<file path="config.mk">
export PLATFORM = sky130hd
export DESIGN_NAME = imu_offset_auto_calibrator
export DESIGN_NICKNAME = d
export VERILOG_FILES = /design/src/sv/imuc_pkg.sv /design/src/sv/imuc_lane.sv /design/src/sv/imuc_outbuf.sv /design/src/sv/imu_offset_auto_calibrator.sv
export VERILOG_INCLUDE_DIRS = /design/src /design/src/sv
export SDC_FILE = /design/constraint.sdc
export NUM_CORES = 2
export LEC_CHECK = 0
export BUFFER_PORTS_ARGS = -buffer_cell sky130_fd_sc_hd__buf_2
export CAP_MARGIN = 20
export CORE_ASPECT_RATIO = 0.9
export CORE_MARGIN = 2
export CORE_UTILIZATION = 56
export DETAILED_ROUTE_END_ITERATION = 7
export PLACE_DENSITY = 0.8
export SLEW_MARGIN = 20
export SYNTH_ARGS = -nofsm -noshare
export SYNTH_HDL_FRONTEND = slang
export SYNTH_SLANG_ARGS = --single-unit
</file>
<file path="constraint.sdc">
create_clock -name clk -period 10.11 [get_ports clk]
set_input_delay 0.5055 -clock clk [delete_from_list [all_inputs] [get_ports clk]]
set_output_delay 0.5055 -clock clk [all_outputs]
set_load 0.1 [all_outputs]
</file>
<file path="src/sv/assert_macros.svh">
// Assertion macros shared by the calibrator RTL.
// No dependencies; the assertions compile away when SYNTHESIS is defined.
`ifndef ASSERT_MACROS_SVH
`define ASSERT_MACROS_SVH
`ifndef SYNTHESIS
`define IMUC_ASSERT(lbl, clk, rstn, prop, msg) \
	lbl: assert property (@(posedge clk) disable iff (!rstn) (prop)) else $error(msg);
`define IMUC_ASSERT_NEXT(lbl, clk, rstn, pre, post, msg) \
	lbl: assert property (@(posedge clk) disable iff (!rstn) (pre) |=> (post)) else $error(msg);
`else
`define IMUC_ASSERT(lbl, clk, rstn, prop, msg)
`define IMUC_ASSERT_NEXT(lbl, clk, rstn, pre, post, msg)
`endif
`endif

</file>
<file path="src/sv/imuc_pkg.sv">
// Types, constants and register codes of the IMU offset calibrator.
// No dependencies; used by every module of the block.
`default_nettype none
package imuc_pkg;

	localparam int NUM_AXES        = 6;
	localparam int DATA_W          = 16;
	localparam int ACCEL_SHIFT_DEF = 5;
	localparam int GYRO_SHIFT_DEF  = 3;
	localparam int AXIS_AZ         = 2;

	typedef logic [DATA_W-1:0] word_t;

	localparam word_t PERIOD_RESET   = 16'd100;
	localparam word_t ZTARGET_RESET  = 16'd16384;
	localparam word_t OFFSET_RESET   = 16'd0;
	localparam word_t OFFSET_MIN     = 16'h8000;
	localparam word_t OFFSET_MAX     = 16'h7fff;

	typedef enum logic [2:0] {
		REG_ADJUST_PERIOD    = 3'd0,
		REG_Z_GRAVITY_TARGET = 3'd1,
		REG_INIT_AX          = 3'd2,
		REG_INIT_AY          = 3'd3,
		REG_INIT_AZ          = 3'd4,
		REG_INIT_GX          = 3'd5,
		REG_INIT_GY          = 3'd6,
		REG_INIT_GZ          = 3'd7
	} reg_idx_t;

	localparam reg_idx_t INIT_REG [NUM_AXES] = '{
		REG_INIT_AX, REG_INIT_AY, REG_INIT_AZ, REG_INIT_GX, REG_INIT_GY, REG_INIT_GZ
	};

	// Per-lane control from the top level.
	typedef struct packed {
		logic advance;
		logic trigger;
		logic load;
	} lane_ctrl_t;

	// One result transaction.
	typedef struct packed {
		word_t [NUM_AXES-1:0] offset;
		logic                 updated;
	} res_t;

endpackage
`default_nettype wire

</file>
<file path="src/sv/imuc_lane.sv">
// One axis lane: leaky accumulator, average and saturating offset step.
// Depends on imuc_pkg.
`default_nettype none
module imuc_lane #(
	parameter int SHIFT = imuc_pkg::ACCEL_SHIFT_DEF
) (
	input  wire logic                clk,
	input  wire logic                arst_n,
	input  wire imuc_pkg::lane_ctrl_t ctrl,
	input  wire logic signed [15:0]  load_value,
	input  wire logic signed [15:0]  sample,
	input  wire logic signed [15:0]  target,
	output logic signed [15:0]       offset_nxt
);

	localparam int AW = imuc_pkg::DATA_W + SHIFT;

	logic signed [AW-1:0] acc_q;
	logic signed [AW-1:0] sample_ext;
	logic signed [AW-1:0] acc_nxt;
	logic signed [15:0]   avg;
	logic signed [15:0]   offset_q;
	logic signed [15:0]   offset_step;

	assign sample_ext = {{SHIFT{sample[15]}}, sample};
	assign acc_nxt    = acc_q - (acc_q >>> SHIFT) + sample_ext;
	// The upper bits of the accumulator are its floor-shifted average.
	assign avg        = acc_nxt[AW-1:SHIFT];

	always_comb begin
		if (avg > target) begin
			offset_step = (offset_q != imuc_pkg::OFFSET_MIN) ? offset_q - 16'sd1 : offset_q;
		end else begin
			offset_step = (offset_q != imuc_pkg::OFFSET_MAX) ? offset_q + 16'sd1 : offset_q;
		end
	end

	assign offset_nxt = (ctrl.advance && ctrl.trigger) ? offset_step : offset_q;

	always_ff @(posedge clk or negedge arst_n) begin
		if (!arst_n) begin
			acc_q    <= '0;
			offset_q <= imuc_pkg::OFFSET_RESET;
		end else begin
			if (ctrl.advance) begin
				acc_q <= acc_nxt;
			end
			if (ctrl.load) begin
				offset_q <= load_value;
			end else begin
				offset_q <= offset_nxt;
			end
		end
	end

endmodule
`default_nettype wire

</file>
<file path="src/sv/imuc_outbuf.sv">
// Two-entry output buffer that holds the merged lane results as one transaction
// and decouples the output stall from the input. Depends on imuc_pkg.
`default_nettype none
`include "assert_macros.svh"
module imuc_outbuf (
	input  wire logic           clk,
	input  wire logic           arst_n,
	input  wire logic           push,
	input  wire imuc_pkg::res_t push_data,
	output logic                full,
	output logic                out_valid,
	input  wire logic           out_stall,
	output imuc_pkg::res_t      out_data
);

	logic           main_valid_q;
	logic           skid_valid_q;
	imuc_pkg::res_t main_q;
	imuc_pkg::res_t skid_q;
	logic           pop;

	assign pop       = main_valid_q && !out_stall;
	assign full      = skid_valid_q;
	assign out_valid = main_valid_q;
	assign out_data  = main_q;

	always_ff @(posedge clk or negedge arst_n) begin
		if (!arst_n) begin
			main_valid_q <= 1'b0;
			skid_valid_q <= 1'b0;
		end else begin
			if (pop) begin
				if (skid_valid_q) begin
					skid_valid_q <= push;
				end else begin
					main_valid_q <= push;
				end
			end else if (!main_valid_q) begin
				main_valid_q <= push;
			end else if (push) begin
				skid_valid_q <= 1'b1;
			end
		end
	end

	always_ff @(posedge clk) begin
		if (pop) begin
			if (skid_valid_q) begin
				main_q <= skid_q;
				skid_q <= push_data;
			end else begin
				main_q <= push_data;
			end
		end else if (!main_valid_q) begin
			main_q <= push_data;
		end else if (push) begin
			skid_q <= push_data;
		end
	end

	`IMUC_ASSERT(a_skid_behind_main, clk, arst_n, !skid_valid_q || main_valid_q, "skid entry without head entry")
	`IMUC_ASSERT_NEXT(a_head_held, clk, arst_n, main_valid_q && out_stall, main_valid_q && $stable(main_q), "stalled head entry lost")
	`IMUC_ASSERT_NEXT(a_skid_moves_up, clk, arst_n, pop && skid_valid_q, main_valid_q && main_q == $past(skid_q), "skid entry not moved to head")

endmodule
`default_nettype wire

</file>
<file path="src/sv/imu_offset_auto_calibrator.sv">
// IMU offset auto-calibrator. Six lanes, one per axis, each run a leaky
// accumulator and step their offset towards a zero average (the z
// accelerometer axis towards the 1g target) every adjust_period samples.
// A sample is accepted every clock cycle while the output buffer is not full;
// its result is registered in the output buffer, and the two-entry buffer
// keeps taking samples while one result waits under stall. The rate is set
// by the accumulator update of each lane. Writing an initial offset register
// loads that axis offset, taking priority over an offset step. Depends on
// imuc_pkg and imuc_lane, imuc_outbuf.
`default_nettype none
`include "assert_macros.svh"
module imu_offset_auto_calibrator #(
	parameter int ACCEL_SHIFT = imuc_pkg::ACCEL_SHIFT_DEF,
	parameter int GYRO_SHIFT  = imuc_pkg::GYRO_SHIFT_DEF
) (
	input  wire logic               clk,
	input  wire logic               arst_n,
	input  wire logic               cfg_write,
	input  wire logic [2:0]         cfg_index,
	input  wire logic [15:0]        cfg_data,
	input  wire logic               in_valid,
	output logic                    in_stall,
	input  wire logic signed [15:0] accel_x,
	input  wire logic signed [15:0] accel_y,
	input  wire logic signed [15:0] accel_z,
	input  wire logic signed [15:0] gyro_x,
	input  wire logic signed [15:0] gyro_y,
	input  wire logic signed [15:0] gyro_z,
	output logic                    out_valid,
	input  wire logic               out_stall,
	output logic signed [15:0]      offset_ax,
	output logic signed [15:0]      offset_ay,
	output logic signed [15:0]      offset_az,
	output logic signed [15:0]      offset_gx,
	output logic signed [15:0]      offset_gy,
	output logic signed [15:0]      offset_gz,
	output logic                    offsets_updated
);

	localparam int N = imuc_pkg::NUM_AXES;

	imuc_pkg::reg_idx_t   reg_idx;
	logic [15:0]          period_q;
	logic signed [15:0]   ztarget_q;
	logic [15:0]          cnt_q;
	logic                 accept;
	logic                 trigger;
	logic                 buf_full;
	logic signed [15:0]   sample [N];
	logic signed [15:0]   target [N];
	logic signed [15:0]   offset_nxt [N];
	imuc_pkg::lane_ctrl_t ctrl [N];
	imuc_pkg::res_t       res;
	imuc_pkg::res_t       out_res;

	assign reg_idx  = imuc_pkg::reg_idx_t'(cfg_index);
	assign in_stall = buf_full;
	assign accept   = in_valid && !buf_full;
	assign trigger  = (cnt_q == period_q);

	assign sample[0] = accel_x;
	assign sample[1] = accel_y;
	assign sample[2] = accel_z;
	assign sample[3] = gyro_x;
	assign sample[4] = gyro_y;
	assign sample[5] = gyro_z;

	always_ff @(posedge clk or negedge arst_n) begin
		if (!arst_n) begin
			period_q  <= imuc_pkg::PERIOD_RESET;
			ztarget_q <= imuc_pkg::ZTARGET_RESET;
		end else if (cfg_write) begin
			case (reg_idx)
				imuc_pkg::REG_ADJUST_PERIOD:    period_q  <= cfg_data;
				imuc_pkg::REG_Z_GRAVITY_TARGET: ztarget_q <= cfg_data;
				default: ;
			endcase
		end
	end

	// The counter restarts at one after a step, since the step sample counts.
	always_ff @(posedge clk or negedge arst_n) begin
		if (!arst_n) begin
			cnt_q <= '0;
		end else if (accept) begin
			cnt_q <= trigger ? 16'd1 : cnt_q + 16'd1;
		end
	end

	for (genvar i = 0; i < N; i++) begin : g_lane
		assign target[i]       = (i == imuc_pkg::AXIS_AZ) ? ztarget_q : 16'sd0;
		assign ctrl[i].advance = accept;
		assign ctrl[i].trigger = trigger;
		assign ctrl[i].load    = cfg_write && (reg_idx == imuc_pkg::INIT_REG[i]);
		assign res.offset[i]   = offset_nxt[i];

		imuc_lane #(
			.SHIFT((i < N / 2) ? ACCEL_SHIFT : GYRO_SHIFT)
		) u_lane (
			.clk        (clk),
			.arst_n     (arst_n),
			.ctrl       (ctrl[i]),
			.load_value (cfg_data),
			.sample     (sample[i]),
			.target     (target[i]),
			.offset_nxt (offset_nxt[i])
		);
	end

	assign res.updated = trigger;

	imuc_outbuf u_outbuf (
		.clk       (clk),
		.arst_n    (arst_n),
		.push      (accept),
		.push_data (res),
		.full      (buf_full),
		.out_valid (out_valid),
		.out_stall (out_stall),
		.out_data  (out_res)
	);

	assign offset_ax       = out_res.offset[0];
	assign offset_ay       = out_res.offset[1];
	assign offset_az       = out_res.offset[2];
	assign offset_gx       = out_res.offset[3];
	assign offset_gy       = out_res.offset[4];
	assign offset_gz       = out_res.offset[5];
	assign offsets_updated = out_res.updated;

	`IMUC_ASSERT_NEXT(a_cnt_restart, clk, arst_n, accept && trigger, cnt_q == 16'd1, "counter not restarted after step")
	`IMUC_ASSERT_NEXT(a_cnt_inc, clk, arst_n, accept && !trigger, cnt_q == $past(cnt_q) + 16'd1, "counter did not advance")
	`IMUC_ASSERT_NEXT(a_cnt_idle, clk, arst_n, !accept, $stable(cnt_q), "counter moved without a transaction")

endmodule
`default_nettype wire
</file>
==> metrics <==
CP endpoint kind flip-flop; Core Area 58100 sq um; Total GRT Usage between 20% and 30%; # resized after CTS 0; post-synth top area cell dfrtp_1; Async S/R FF share, synth 57.8%; clock skew 16.2 ps; drt drc 0; Clock transition at path regs 60 ps; ys flop type dfrtp_1; Max-slew headroom 26.4%; Rows 84; vias per cell 5.83; Post-Syn Instances around 3.6k; DPL Wire Length 59.1 mm; Iter 0 DRT Violations 2295; min-delay worst type primary input to flip-flop; register area ~12000 sq um; WHS Path Cells 4; first-pass GRT wire length 135 mm; pin count of the biggest net entering global routing 108; CP Launch Type flip-flop; Die X 259 um; Synth Area in XOR/XNOR 4.60%; die area approximately 60000 sq um; flops & latches, synth 460; fin worst setup slack 3320 ps; Post-Syn Nets 4037; maximum fanout along the worst path 17; worst path arrival time 7270 ps; crit path buf inv count 2; slowest stage cell, crit path or4_1; Synth Area in Compound Gates 14.8%; number of max-cap violations 0; top cell type's share of synthesized area 20.0%; Pre-Repair DR Iteration Count 5; IO Pins 219; setup TNS 0 ps; status complete, no violations; Worst EP required 10590 ps; Pins Over Slew Limit 0; total CTS buffers 52; syn avg cell area around 9 sq um; min cycle time layout 6790 ps; footprint of the multi-input gates 17700 sq um; IO buf count ~220; pre-CTS WS 3110 ps; Syn Std Cell Area 32700 sq um; worst reg-to-reg setup slack 3320 ps; critical path, cell by cell inv_1 > fa_1 > inv_1 > ha_1 > a21o_1 > a21o_1 > a2111o_1 > a41o_1 > o41ai_1 > o21ai_0 > o221ai_1 > o21ai_0 > xor2_1 > ha_1 > nand4_1 > nor2_1 > o31ai_1 > a31oi_1 > nand2_1 > or4_1 > and3b_1 > a211oi_1 > mux2_2; slew of the pin with the lowest slew margin 1100 ps; Initial Util 56.3%; Area Overhead vs Synth 10.7%; main combinational cell family by area after synthesis simple AND/OR/NAND/NOR gates; Critical Path Stages 23; synth unique cells 96; CTS tree done; setup repair after global routing missed its margin no; drt total wl between 80 and 90 mm; clk buf depth 3; ANT nets after route 0; antenna violations before repair 11; fillers 4807; sequential area share after synthesis approximately two fifths; Ys Warns 0; routability cong. between 0.9 and 1; post-synthesis mux area share 4.56%; number of global-route vias before repair 25.6k; Net count, final between 4k and 5k; Avg WL per Cell 18.2 um; critical path type flip-flop to flip-flop; R2R cell count 23; Fin Hold WS 232 ps; largest stage delay on the critical path 630 ps; grt total ovfl 0; layout cells sized above 1 12.3%; Final Cycle Share 67.2%; Commonest cells post-synth inv_1 (555), nand2_1 (363), dfrtp_1 (262), o21ai_0 (255), nor2_1 (249); Clock Sinks 460; top cells by area, synth dfrtp_1 (20%), edfxtp_1 (18%), fa_1 (7.0%); via count 26.9k; Hold Fails Final Rpt 0; count leader, synth inv_1; family with the most delay on the worst path compound AO/OA/AOI/OAI gates; fmax roughly 150 MHz; adder-cell share of the synthesized area 12.9%; number of synthesized flops with an enable pin 194; H-tree depth 2; area share of and/or/nand/nor cells after synthesis 16.8%; die height roughly 230 um; Setup violations, final 0; Worst-Skew Late Latency 610 ps; Root Driver clkbuf_16
-- state kept, by name, summed over array words and instances (netlist names) --
signal	cells
ztarget_q	16
g_lane.u_lane.offset_q	96
u_outbuf.full	1
u_outbuf.skid_q	97
cnt_q	16
u_outbuf.out_data	97
period_q	16
g_lane.u_lane.acc_q	120
u_outbuf.out_valid	1
-- tightest hold or removal path, stage by stage --
cell     delay [ps]
buf_2            80
ha_1            110
nand2_1          40
o21ai_0          60
-- logic make-up (layout without fill, tap and decap cells) --
family	count (synthesis)	count (layout)
AO/OA/AOI/OAI	768	768
XOR/XNOR	171	171
adder cells (fa/ha/maj)	270	270
buffers and inverters	700	892
flip-flops	460	460
multiplexers	138	138
other	0	7
AND/OR/NAND/NOR	1140	1140
-- final timing paths --
kind,from,to
worst max-delay path,g_lane[2].u_lane.acc_q[1],u_outbuf.out_data[47]
worst min-delay path,gyro_x[0],g_lane[3].u_lane.acc_q[0]
worst max register to register,g_lane[2].u_lane.acc_q[1],u_outbuf.out_data[47]
worst min register to register,g_lane[0].u_lane.acc_q[4],g_lane[0].u_lane.acc_q[4]
max in group asynchronous,arst_n,g_lane[3].u_lane.acc_q[11]
min in group asynchronous,arst_n,g_lane[0].u_lane.acc_q[13]
-- through the flow --
step,util [%],instances,cell area (sq um)
4_1_cts,62.3,4613,36200
3_5_place_dp,59.3,4515,34500
5_1_grt,62.4,4620,36300
3_3_place_gp,59.2,4514,34400
6_report,62.4,4620,36300
2_1_floorplan,-,3647,32700
-- per-layer routing --
layer,GRT usage (%),vias to the layer above,share of wire (%)
met1,39.1,12800,44
met3,4.19,186,7.6
met5,0,-,0
met4,10.5,0,3.6
li1,-,12800,-
met2,43.9,1084,45
-- what timing repair did --
item | CTS | global route
buffers inserted | 0 | 0
hold buffers | 1 | 0
endpoints found under the hold margin | 77 | 0
-- cell type report --
cell class / count / share of cell area [%]
multi-input combinational: 2487 / 48.7
sequential: 460 / 34.4
inverter: 555 / 5.75
clock buffer: 62 / 3.75
timing repair buffer: 240 / 3.55
tap: 774 / 2.67
clock inverter: 35 / 1.09
antenna: 7 / 0.0483
-- cell usage in the layout (no fill, tap or decap), types with 13 or more instances in the layout --
master     Yosys  layout
edfxtp_1     194     194
dfrtp_1      262     262
nor2_1       249     248
fa_1         114     114
nand3_1      109     108
a21o_1        43      43
o21a_1        28      28
nor4_1        27      27
nand4_1       52      52
ha_1         156     156
or3_1         41      41
xnor2_1      106     106
a211oi_1      24      24
mux2i_1       49      49
o31ai_1       21      21
nand2_1      363     359
nor2b_1       28      27
and2_1        23      21
buf_4          4      20
o21bai_1      13      13
nor3_1        94      92
clkinv_2       0      13
inv_1        555     555
or4_1         19      19
clkbuf_16      0      52
and4_1        15      15
buf_2         17     217
o211ai_1      23      23
mux2_2        86      86
o21ai_1       14      14
nand2b_1      21      20
a31oi_1       36      36
and3_1        49      49
o21ai_0      255     254
xor2_1        64      64
a21oi_1      180     180
Power is not shown: default switching activity piles up to over one toggle a cycle in this logic, so the estimate is an artifact.
